$ cat src/token_bucket_packet_shaper_macros.svh
// Assertion macros for the token bucket packet shaper.
// Used by the top level only; needs no package.
`ifndef TOKEN_BUCKET_PACKET_SHAPER_MACROS_SVH
`define TOKEN_BUCKET_PACKET_SHAPER_MACROS_SVH

// same-cycle implication
`define TBPS_ASSERT_IMPL(lbl, clk, rst_n, ante, cons) \
  lbl: assert property (@(posedge clk) disable iff (!rst_n) (ante) |-> (cons)) \
    else $error("tbps assertion failed");

// next-cycle implication
`define TBPS_ASSERT_NEXT(lbl, clk, rst_n, ante, cons) \
  lbl: assert property (@(posedge clk) disable iff (!rst_n) (ante) |=> (cons)) \
    else $error("tbps assertion failed");

`endif

$ cat src/tbps_pkg.sv
// Shared types and constants of the token bucket packet shaper.
// No dependencies; used by every module of the block.
package tbps_pkg;

  localparam int QUEUE_DEPTH_DEF = 64;

  localparam int TOKEN_W  = 10;
  localparam int NUMBER_W = 16;
  localparam int KIND_W   = 3;
  localparam int COUNT_W  = 7;
  localparam int CFG_IDX_W  = 1;
  localparam int CFG_DATA_W = 16;

  localparam logic [TOKEN_W-1:0]  BUCKET_DEPTH_RST = 10'd10;
  localparam logic [NUMBER_W-1:0] PACKET_LIMIT_RST = 16'd20;

  localparam logic [CFG_IDX_W-1:0] CFG_BUCKET_DEPTH = 1'd0;
  localparam logic [CFG_IDX_W-1:0] CFG_PACKET_LIMIT = 1'd1;

  localparam logic CMD_TOKEN  = 1'b0;
  localparam logic CMD_PACKET = 1'b1;

  localparam logic [KIND_W-1:0] EV_TOKEN_ADDED   = 3'd0;
  localparam logic [KIND_W-1:0] EV_TOKEN_DROPPED = 3'd1;
  localparam logic [KIND_W-1:0] EV_PKT_QUEUED    = 3'd2;
  localparam logic [KIND_W-1:0] EV_PKT_TOO_BIG   = 3'd3;
  localparam logic [KIND_W-1:0] EV_QUEUE_FULL    = 3'd4;
  localparam logic [KIND_W-1:0] EV_IGNORED       = 3'd5;

  typedef struct packed {
    logic               cmd;
    logic [TOKEN_W-1:0] tokens_needed;
  } in_t;

  typedef struct packed {
    logic [KIND_W-1:0]   event_kind;
    logic [NUMBER_W-1:0] item_number;
    logic                released;
    logic [NUMBER_W-1:0] released_number;
    logic [TOKEN_W-1:0]  released_need;
    logic [TOKEN_W-1:0]  tokens_now;
    logic [COUNT_W-1:0]  queue_count;
    logic                finished;
  } out_t;

  typedef struct packed {
    logic [NUMBER_W-1:0] number;
    logic [TOKEN_W-1:0]  need;
  } entry_t;

  typedef struct packed {
    logic load;
    logic shift;
  } cell_ctrl_t;

endpackage

$ cat src/token_bucket_packet_shaper.sv
// Token bucket packet shaper: top level with bucket, counters and packet queue.
// Depends on tbps_pkg, tbps_cell, tbps_skid and the assertion macro header.
//
// Usage: each input beat on in_data is a token arrival (cmd 0) or a packet
// arrival (cmd 1, with its token need). Each accepted beat yields exactly one
// result beat on out_data: what happened to the item, any packet released
// from the queue, bucket level, queue occupancy and the finished flag.
// Both channels use valid/stall; a beat moves when valid is high, stall low.
// cfg_we/cfg_index/cfg_data write bucket_depth and packet_limit; writing
// packet_limit also reloads the arrivals-left counter. Write only when idle.
// The result is registered in the output register, or in the skid stage
// while the output is stalled. One beat per cycle while in_stall is low;
// each event resolves combinationally against the head cell of the queue,
// a row of cells shifting one place towards the head on each release.
// Reset: bucket empty, queue empty, counters zero but arrivals-left 20, depth 10, limit 20.
// A stalled receiver fills the output register then the skid stage; in_stall
// rises only once both hold a result, and falls as soon as one drains.
module token_bucket_packet_shaper #(
  parameter int QUEUE_DEPTH = tbps_pkg::QUEUE_DEPTH_DEF
) (
  input  logic                                clk,
  input  logic                                rst_n,
  input  logic                                in_valid,
  output logic                                in_stall,
  input  tbps_pkg::in_t                       in_data,
  output logic                                out_valid,
  input  logic                                out_stall,
  output tbps_pkg::out_t                      out_data,
  input  logic                                cfg_we,
  input  logic [tbps_pkg::CFG_IDX_W-1:0]      cfg_index,
  input  logic [tbps_pkg::CFG_DATA_W-1:0]     cfg_data
);

  `include "token_bucket_packet_shaper_macros.svh"

  localparam int FILL_W = $clog2(QUEUE_DEPTH + 1);
  localparam logic [FILL_W-1:0] FILL_MAX = FILL_W'(QUEUE_DEPTH);

  logic [tbps_pkg::TOKEN_W-1:0]  depth_r, depth_nxt;
  logic [tbps_pkg::NUMBER_W-1:0] limit_r, limit_nxt;
  logic [tbps_pkg::TOKEN_W-1:0]  tokens_r, tokens_nxt;
  logic [tbps_pkg::NUMBER_W-1:0] pkts_r, pkts_nxt;
  logic [tbps_pkg::NUMBER_W-1:0] toks_seen_r, toks_seen_nxt;
  logic [tbps_pkg::NUMBER_W-1:0] left_r, left_nxt;
  logic [FILL_W-1:0]             fill_r, fill_nxt;

  logic [tbps_pkg::TOKEN_W-1:0]  tok_mid;
  logic                          in_acc;
  logic                          done;
  logic                          push, pop;
  tbps_pkg::entry_t              push_entry;
  tbps_pkg::entry_t              head;
  tbps_pkg::entry_t              cell_q [QUEUE_DEPTH];
  tbps_pkg::out_t                res;

  assign in_acc = in_valid && !in_stall;
  assign done   = (left_r == '0) && (fill_r == '0);
  assign head   = cell_q[0];
  assign push_entry.number = pkts_r + 16'd1;
  assign push_entry.need   = in_data.tokens_needed;

  always_comb begin
    depth_nxt     = depth_r;
    limit_nxt     = limit_r;
    tokens_nxt    = tokens_r;
    pkts_nxt      = pkts_r;
    toks_seen_nxt = toks_seen_r;
    left_nxt      = left_r;
    fill_nxt      = fill_r;
    tok_mid       = tokens_r;
    push          = 1'b0;
    pop           = 1'b0;
    res           = '0;
    res.event_kind = tbps_pkg::EV_IGNORED;

    if (in_acc && !done) begin
      if (in_data.cmd == tbps_pkg::CMD_TOKEN) begin
        toks_seen_nxt   = toks_seen_r + 16'd1;
        res.item_number = toks_seen_nxt;
        if (tokens_r < depth_r) begin
          tok_mid        = tokens_r + 10'd1;
          res.event_kind = tbps_pkg::EV_TOKEN_ADDED;
        end else begin
          res.event_kind = tbps_pkg::EV_TOKEN_DROPPED;
        end
        tokens_nxt = tok_mid;
        if ((fill_r != '0) && (head.need <= tok_mid)) begin
          pop                 = 1'b1;
          tokens_nxt          = tok_mid - head.need;
          fill_nxt            = fill_r - FILL_W'(1);
          res.released        = 1'b1;
          res.released_number = head.number;
          res.released_need   = head.need;
        end
      end else if (left_r != '0) begin
        pkts_nxt        = push_entry.number;
        res.item_number = push_entry.number;
        left_nxt        = left_r - 16'd1;
        if (in_data.tokens_needed > depth_r) begin
          res.event_kind = tbps_pkg::EV_PKT_TOO_BIG;
        end else if (fill_r == FILL_MAX) begin
          res.event_kind = tbps_pkg::EV_QUEUE_FULL;
        end else begin
          res.event_kind = tbps_pkg::EV_PKT_QUEUED;
          if ((fill_r == '0) && (in_data.tokens_needed <= tokens_r)) begin
            // empty queue and enough tokens: leaves straight away
            tokens_nxt          = tokens_r - in_data.tokens_needed;
            res.released        = 1'b1;
            res.released_number = push_entry.number;
            res.released_need   = in_data.tokens_needed;
          end else begin
            push     = 1'b1;
            fill_nxt = fill_r + FILL_W'(1);
          end
        end
      end
    end

    res.tokens_now  = tokens_nxt;
    res.queue_count = tbps_pkg::COUNT_W'(fill_nxt);
    res.finished    = (left_nxt == '0) && (fill_nxt == '0);

    if (cfg_we && (cfg_index == tbps_pkg::CFG_BUCKET_DEPTH)) begin
      depth_nxt = cfg_data[tbps_pkg::TOKEN_W-1:0];
    end
    if (cfg_we && (cfg_index == tbps_pkg::CFG_PACKET_LIMIT)) begin
      limit_nxt = cfg_data;
      left_nxt  = cfg_data;
    end
  end

  always_ff @(posedge clk) begin
    if (!rst_n) begin
      depth_r     <= tbps_pkg::BUCKET_DEPTH_RST;
      limit_r     <= tbps_pkg::PACKET_LIMIT_RST;
      tokens_r    <= '0;
      pkts_r      <= '0;
      toks_seen_r <= '0;
      left_r      <= tbps_pkg::PACKET_LIMIT_RST;
      fill_r      <= '0;
    end else begin
      depth_r     <= depth_nxt;
      limit_r     <= limit_nxt;
      tokens_r    <= tokens_nxt;
      pkts_r      <= pkts_nxt;
      toks_seen_r <= toks_seen_nxt;
      left_r      <= left_nxt;
      fill_r      <= fill_nxt;
    end
  end

  // queue: cell 0 is the head, a push lands in the first free cell
  for (genvar i = 0; i < QUEUE_DEPTH; i++) begin : g_cell
    tbps_pkg::cell_ctrl_t ctrl;
    tbps_pkg::entry_t     shift_in;
    assign ctrl.load  = push && (fill_r == FILL_W'(i));
    assign ctrl.shift = pop;
    if (i == QUEUE_DEPTH - 1) begin : g_last
      assign shift_in = push_entry;
    end else begin : g_mid
      assign shift_in = cell_q[i+1];
    end
    tbps_cell u_cell (
      .clk        (clk),
      .ctrl       (ctrl),
      .load_data  (push_entry),
      .shift_data (shift_in),
      .data_q     (cell_q[i])
    );
  end

  tbps_skid u_skid (
    .clk        (clk),
    .rst_n      (rst_n),
    .push_valid (in_acc),
    .push_data  (res),
    .full       (in_stall),
    .out_valid  (out_valid),
    .out_data   (out_data),
    .out_stall  (out_stall)
  );

  `TBPS_ASSERT_IMPL(a_fill_bound, clk, rst_n, 1'b1, fill_r <= FILL_MAX)
  `TBPS_ASSERT_IMPL(a_pop_nonempty, clk, rst_n, pop, (fill_r != '0) && !push)
  `TBPS_ASSERT_IMPL(a_skid_behind_main, clk, rst_n, in_stall, out_valid)
  `TBPS_ASSERT_NEXT(a_result_follows, clk, rst_n, in_acc, out_valid)
  `TBPS_ASSERT_NEXT(a_no_overfill, clk, rst_n,
    in_acc && !cfg_we && (tokens_r >= depth_r), tokens_r <= $past(tokens_r))

endmodule

$ cat src/tbps_cell.sv
// One slot of the shifting packet queue: takes a new packet or its neighbour's.
// Depends on tbps_pkg.
module tbps_cell (
  input  logic                clk,
  input  tbps_pkg::cell_ctrl_t ctrl,
  input  tbps_pkg::entry_t    load_data,
  input  tbps_pkg::entry_t    shift_data,
  output tbps_pkg::entry_t    data_q
);

  tbps_pkg::entry_t data_r;
  tbps_pkg::entry_t data_nxt;

  always_comb begin
    data_nxt = data_r;
    if (ctrl.load) begin
      data_nxt = load_data;
    end else if (ctrl.shift) begin
      data_nxt = shift_data;
    end
  end

  always_ff @(posedge clk) begin
    data_r <= data_nxt;
  end

  assign data_q = data_r;

endmodule

$ cat src/tbps_skid.sv
// Two-entry result buffer: output register plus skid stage.
// Depends on tbps_pkg.
module tbps_skid (
  input  logic             clk,
  input  logic             rst_n,
  input  logic             push_valid,
  input  tbps_pkg::out_t   push_data,
  output logic             full,
  output logic             out_valid,
  output tbps_pkg::out_t   out_data,
  input  logic             out_stall
);

  logic           main_v_r, main_v_nxt;
  logic           skid_v_r, skid_v_nxt;
  tbps_pkg::out_t main_d_r, main_d_nxt;
  tbps_pkg::out_t skid_d_r, skid_d_nxt;
  logic           take;

  assign take = main_v_r && !out_stall;

  always_comb begin
    main_v_nxt = main_v_r;
    skid_v_nxt = skid_v_r;
    main_d_nxt = main_d_r;
    skid_d_nxt = skid_d_r;
    if (skid_v_r) begin
      if (take) begin
        main_d_nxt = skid_d_r;
        skid_v_nxt = 1'b0;
      end
    end else if (push_valid) begin
      if (!main_v_r || take) begin
        main_d_nxt = push_data;
        main_v_nxt = 1'b1;
      end else begin
        skid_d_nxt = push_data;
        skid_v_nxt = 1'b1;
      end
    end else if (take) begin
      main_v_nxt = 1'b0;
    end
  end

  always_ff @(posedge clk) begin
    if (!rst_n) begin
      main_v_r <= 1'b0;
      skid_v_r <= 1'b0;
    end else begin
      main_v_r <= main_v_nxt;
      skid_v_r <= skid_v_nxt;
    end
    main_d_r <= main_d_nxt;
    skid_d_r <= skid_d_nxt;
  end

  assign full      = skid_v_r;
  assign out_valid = main_v_r;
  assign out_data  = main_d_r;

endmodule
$ cat config.mk
export PLATFORM = sky130hd
export DESIGN_NAME = token_bucket_packet_shaper
export DESIGN_NICKNAME = d
export VERILOG_FILES = /design/src/tbps_pkg.sv /design/src/token_bucket_packet_shaper.sv /design/src/tbps_cell.sv /design/src/tbps_skid.sv
export VERILOG_INCLUDE_DIRS = /design/src /design/src/src
export SDC_FILE = /design/constraint.sdc
export NUM_CORES = 2
export LEC_CHECK = 0
export BUFFER_PORTS_ARGS = -buffer_cell sky130_fd_sc_hd__buf_2
export CAP_MARGIN = 20
export CORE_MARGIN = 4
export CORE_UTILIZATION = 60
export DETAILED_ROUTE_END_ITERATION = 10
export MAX_ROUTING_LAYER = met4
export PLACE_DENSITY = 0.76
export RECOVER_POWER = 50
export SYNTH_ARGS = -nofsm -noshare
export SYNTH_HDL_FRONTEND = slang
export SYNTH_HIERARCHICAL = 1
export SYNTH_SLANG_ARGS = --single-unit
$ cat constraint.sdc
create_clock -name clk -period 17.65 [get_ports clk]
set_clock_uncertainty 0.15 [all_clocks]
set_input_delay 0 -clock clk [delete_from_list [all_inputs] [get_ports clk]]
set_output_delay 0 -clock clk [all_outputs]
set_load 0.05 [all_outputs]
; ---- Word-level counts from Yosys, hierarchy flattened
; Index checks and enable logic that the tools add are counted.
[totals]
output_inout_bits = 66
ram_bits = 0
elab_cells = 569
rom_bits = 0
memories = 0
inputBits = 33
latch_bits = 0
ff_bits = 1869
[classes]
add_sub_neg = 8
mux = 179
div_mod_pow = 0
bitwise_logic = 4
multipliers = 0
n_shift = 0
eq_ne = 66
n_reduce_logical = 156
n_lt_le_gt_ge = 4
[op_table]
columns = cell, n
row1 = 26-bit 2-to-1 mux, 128
row2 = 64-bit 2-to-1 mux, 4
row3 = "7-bit by 6-bit == test with 1-bit output, second input constant", 32
row4 = 46-bit 2-to-1 mux, 3
row5 = 2-bit nonzero test, 67
row6 = "7-bit by 5-bit == test with 1-bit output, second input constant", 16
row7 = 27-bit 2-to-1 mux, 4
row8 = 10-bit 2-to-1 mux, 10
row9 = 1-bit logical AND, 73
row10 = 16-bit 2-to-1 mux, 4
row11 = "7-bit by 4-bit == test with 1-bit output, second input constant", 8
row12 = 7-bit 2-to-1 mux, 7
row13 = "16-bit by 1-bit adder with 16-bit output, second input constant", 2
row14 = 16-bit zero test, 2
row15 = "7-bit by 3-bit == test with 1-bit output, second input constant", 4
row16 = 10-bit less-or-equal comparator, 2
row17 = 10-bit subtractor, 2
row18 = 1-bit 2-to-1 mux, 17
row19 = 16-bit nonzero test, 1
row20 = "16-bit by 1-bit subtractor with 16-bit output, second input constant", 1
row21 = "7-bit by 2-bit == test with 1-bit output, second input constant", 2
row22 = 7-bit zero test, 2
row23 = 3-bit AND reduction, 4
row24 = "10-bit by 1-bit adder with 10-bit output, second input constant", 1
row25 = 14 further kinds, 21

; ---- Depth between registers and ports, before layout
[logic_depth]
depth_word = 15
depth_mapped = 21
ltp_nobuf = 20

; ---- Cells and area by module
; Netlist, hierarchy kept.
[by_module_without_submodules]
columns = module, cells_each, area_each_um2, instances
row1 = tbps_cell, 56, 1202.4, 64
row2 = token_bucket_packet_shaper, 962, 6906.6, 1
row3 = tbps_skid, 213, 4788.3, 1

; ---- Worst setup path before layout
; No wires, ideal clock.
[synth_timing]
path_kind = flip-flop to flip-flop
from = register depth_r[8] in the netlist's numbering
to = register g_cell[0].u_cell.data_r, in the netlist g_cell[0].u_cell/data_q[0], enable pin
stages_incl_launch_ff = 19
arrival_time_ns = 5.335
required_time_ns = 17.116
synth_period_minus_slack_ns = 5.869
path_buffers = 2
setup_slack_ns = 11.781
path_cell_list = dfxtp_1 > inv_1 > ha_1 > a21o_1 > a21oi_1 > o21ai_0 > a211oi_1 > nand3_1 > xnor2_1 > ha_1 > nand2_1 > o21ai_0 > o41ai_2 > nor2_1 > nand2_1 > inv_1 > clkbuf_1 > clkbuf_1 > or2_1
[synth_rtl]
columns = element, line_no
row1 = start: declaration, token_bucket_packet_shaper.sv:39  ; logic [tbps_pkg::TOKEN_W-1:0] depth_r, depth_nxt;
row2 = start signal: assignment, token_bucket_packet_shaper.sv:134  ; depth_r <= tbps_pkg::BUCKET_DEPTH_RST;
row3 = start signal: assignment, token_bucket_packet_shaper.sv:142  ; depth_r <= depth_nxt;
row4 = end signal: assignment, tbps_cell.sv:24  ; data_r <= data_nxt;
row5 = end: declaration, tbps_cell.sv:11  ; tbps_pkg::entry_t data_r;

; ---- Worst setup path in the final report
[layout_timing]
from = register tokens_r[8] in the netlist's numbering
to = register g_cell[12].u_cell.data_r, in the netlist g_cell[12].u_cell/data_q[4], enable pin
[layout_via]
elab_chain_cells = 10
word_cells_on_any_way = 20
[layout_rtl]
columns = element, line_no
row1 = start: declaration, token_bucket_packet_shaper.sv:41  ; logic [tbps_pkg::TOKEN_W-1:0] tokens_r, tokens_nxt;
row2 = start signal: assignment, token_bucket_packet_shaper.sv:144  ; tokens_r <= tokens_nxt;
row3 = 10-bit by 1-bit adder with 10-bit output (tied with other cells), token_bucket_packet_shaper.sv:81  ; tok_mid = tokens_r + 10'd1;
row4 = 10-bit 2-to-1 mux or 1-bit logical AND (tied branches), "token_bucket_packet_shaper.sv:80, token_bucket_packet_shaper.sv:105"
row5 = 10-bit 2-to-1 mux or 1-bit 2-to-1 mux (tied branches), "token_bucket_packet_shaper.sv:77, token_bucket_packet_shaper.sv:105"
row6 = 10-bit 2-to-1 mux or 1-bit 2-to-1 mux (tied branches), "token_bucket_packet_shaper.sv:76, token_bucket_packet_shaper.sv:101"
row7 = 10-bit less-or-equal comparator or 1-bit 2-to-1 mux (tied branches), "token_bucket_packet_shaper.sv:87, token_bucket_packet_shaper.sv:99"
row8 = 1-bit logical AND or 1-bit 2-to-1 mux (tied branches), "token_bucket_packet_shaper.sv:87, token_bucket_packet_shaper.sv:95"
row9 = 1-bit 2-to-1 mux (on tied branches), "token_bucket_packet_shaper.sv:87, token_bucket_packet_shaper.sv:77"
row10 = 1-bit 2-to-1 mux (on tied branches), "token_bucket_packet_shaper.sv:77, token_bucket_packet_shaper.sv:76"
row11 = 1-bit 2-to-1 mux or 1-bit logical AND (tied branches), "token_bucket_packet_shaper.sv:76, token_bucket_packet_shaper.sv:156"
row12 = 2-bit nonzero test (no line) (*), -
row13 = end signal: assignment, tbps_cell.sv:24
row14 = end: declaration, tbps_cell.sv:11
; Mark *: on every way between the ends. The rest lies on a longest branch, timed or not. The select of a mux whose other input is x is not followed.
; A chain may end at the register's enable or synchronous reset.

==> metrics.cfg <==
[yosys]
ys_ff_latch = 1869
async_flop_share_pct = 0
synth_ff_type = edfxtp_1
syn_area_per_cell_sq_um = 18.6
synth_commonest_cells = 1,792 x edfxtp_1, 1,233 x mux2_4, 497 x mux2_2
netlist.area_leader.share_pct = 60.7
synthCells = 4759
yosysSeqAreaShare_pct = 62.4
ys_top_cells_by_area = edfxtp_1 61%, mux2_4 21%, mux2_2 6.3%, buf_12 2.9%, dfxtp_1 1.7%
yosysMostFrequentCell = edfxtp_1
synth-edff-count = 1792
yosys_warnings = 6
syn_nets = 4842
yosysTopAreaCell = edfxtp_1
synth_cell_types = 80
synth_area_sq_mm = 0.0886

[clocking]
cts_root_buf = clkbuf_16
clkLatencyLatePin_ps = 820
cts-htree-levels = 4
cts_made_buffers = 189
cts.sinks = 1869
cts_tree = built
clk_pin_slew_ps = 60
cts.path.max_buffers = 3

[global_route]
antenna_found_initial = 9
grt_pass1_vias = 42700
grt_max_degree = 69
grt_usage_pct = 25.4
grt_overflow = 0
grt_pass1_wl_mm = 281

[sta]
setup_ws_ps = 10120
fin_crit_sh_pct = 42.6
slew_violations = 1919
timing.fmax_mhz = 133
setup_tns_ps = 0
fin_crit_ps = 7530
setup_viol = 0
maxSlewHeadroom_pct = -159
worst_pin_slew_ps = 3880
rsz0062_at_grt = false
final_hold_viol_count = 0

[flow_run]
cap_viol_max_count = 66

[routing]
drc_errors = 0
dr.pass1.iters = 5
vias = 42700
drt_iter0_drc = 3777
wirelength_mm = 192
final_antenna_net_count = 0
vias_per_cell = 6.05
wire_per_inst_um = 27.2

[worst_setup_path]
cp.arrival_ps = 7770
cp_max_fo = 44
path_class = flip-flop to flip-flop
path_cells = ha_1 > a21o_1 > a21oi_1 > o21ai_0 > a211oi_1 > nand3_1 > xnor2_1 > ha_1 > a21oi_1 > o21ai_0 > o41ai_2 > clkbuf_1 > nor2_1 > nand2_1 > clkinv_2 > buf_4 > or2_1
cp-start-kind = flip-flop
cp_top_family = buffers and inverters
end_kind = flip-flop
slowest_delay_ps = 1000
critPathSlowestCell = clkinv_2
setup.worst_path.start = tokens_r[8]
crit_buf_inv = 3
cp.required_ps = 17890
timing.rr.start = tokens_r[8]

[place]
hpwl_mm = 112
place_inst = 6581
port_buffers = 98
place_congestion = 0.952
dp_slack_ps = 10420

[power]
swShare_pct = 21.1
p_clk_share_pct = 43.7
p_per_area_mw_per_mm2 = 98.4
power_frac_comb_pct = 2.8
leakage_nw = 29.9
irDropWorstVdd_v = 0.000100
p_int_mw = 7.13
switching_power_mw = 1.91
p_seq_share_pct = 53.5

[outcome]
violations = max-capacitance violations, max-slew violations
outcome = finished with violations

[floorplanning]
core_area_sq_mm = 0.146
die_h_um = 392
initial_utilization_pct = 60.6
dieArea_sq_mm = 0.154
dieWidth_um = 392
num_io_pins = 99
rows = 140

[final_layout]
final_cells = 7050
syn_to_final_growth_pct = 3.69
layout.nets = 5052
drive_gt1_share_pct = 26.3
multi_input_area_sq_mm = 0.0253
num-fill-cells = 10700
regArea_sq_mm = 0.0554

[hold_path]
hp-start = in_data[3]
hold_class = input port to flip-flop

-- through the flow --
step / area (sq um) / utilization [%] / total power, mW / hold slack (ps)
floorplan: 88600 / - / 5.07 / -28.3
global placement: 89000 / 60.8 / 5.18 / 104
detailed placement: 89000 / 60.8 / 5.18 / 119
CTS: 95900 / 65.6 / 9.12 / 8.19
global route: 91900 / 62.8 / 9.31 / 53.6
finish: 91900 / 62.8 / 9.04 / 75.4
-- what timing repair did --
item                                   in CTS  in global routing
buffers inserted                            0                  0
hold buffers                               81                  0
gates resized for setup                     0                  0
endpoints found under the hold margin     322                  0
setup endpoints to repair                   0                  0
-- power by group through the flow --
stage	sequential [mW]	combinational (mW)	clock [mW]
after CTS	4.84	0.267	4.02
after floorplan	4.97	0.101	0
final	4.84	0.254	3.95
after global placement	4.93	0.250	0
after detailed placement	4.93	0.252	0
after global routing	4.84	0.266	4.21
-- state kept, by name (all words and copies together) (netlist names), 10 cells and up --
signal / count
left_r: 16
depth_r: 10
tokens_r: 10
u_skid/out_data: 64
toks_seen_r: 16
g_cell.u_cell/data_q: 1664
u_skid/skid_d_r: 64
pkts_r: 16
-- layer usage --
metal / part of all wire [%] / vias up / track usage, % / wire length, um
li1: - / 18900 / - / -
met1: 42 / 21600 / 34.5 / 81100
met2: 45 / 1780 / 38.6 / 87100
met3: 8.3 / 392 / 4.81 / 15900
met4: 4.0 / 0 / 9.09 / 7770
met5: 0 / - / - / 0
-- cells in the final DEF, fill, tap and decap left out, drive strengths merged, types with 16 or more instances in the layout --
cell,netlist,final
a21oi,51,51
and2,21,21
and3,19,19
buf,207,95
bufinv,0,18
clkbuf,42,318
clkinv,1,103
dfxtp,77,77
dlygate4sd3,0,81
edfxtp,1792,1792
ha,48,48
inv,64,60
mux2,1730,1730
nand2,110,110
nand3,31,31
nor2,126,126
nor3,20,20
nor4,16,16
o21ai,50,50
o22ai,25,25
or2,67,67
or3,18,18
xnor2,48,48
xor2,39,39
-- layout make-up --
| cell class | instances | share of cell area (%) |
|---|---|---|
| flip-flops and latches | 1869 | 60.2 |
| multi-input cells | 2576 | 27.6 |
| clock buffers | 227 | 5.33 |
| repair buffers | 268 | 2.67 |
| well taps | 1917 | 2.61 |
| clock inverters | 121 | 1.31 |
| inverters | 65 | 0.282 |
| diodes | 7 | 0.0191 |
-- tightest hold or removal path, cell delays in order --
cell and delay [ps]:
dlygate4sd3_1 540, buf_4 210, mux2_1 170
-- worst paths after layout --
kind	to	slack [ps]	cells past startpoint
setup reg to reg	g_cell[12].u_cell/data_q[4]	10120	17
hold reg to reg	toks_seen_r[1]	340	2
hold / removal	g_cell[22].u_cell/data_q[3]	80	3
setup / recovery	g_cell[12].u_cell/data_q[4]	10120	17
-- cell families after synthesis --
| family | synth area share, % |
|---|---|
| AND/OR/NAND/NOR | 2.75 |
| buffers and inverters | 4.28 |
| AO/OA/AOI/OAI | 1.70 |
| flip-flops | 62.4 |
| XOR/XNOR | 0.860 |
| multiplexers | 27.3 |
| adder cells (fa/ha/maj) | 0.723 |
Power figures use the tool's default switching activity.
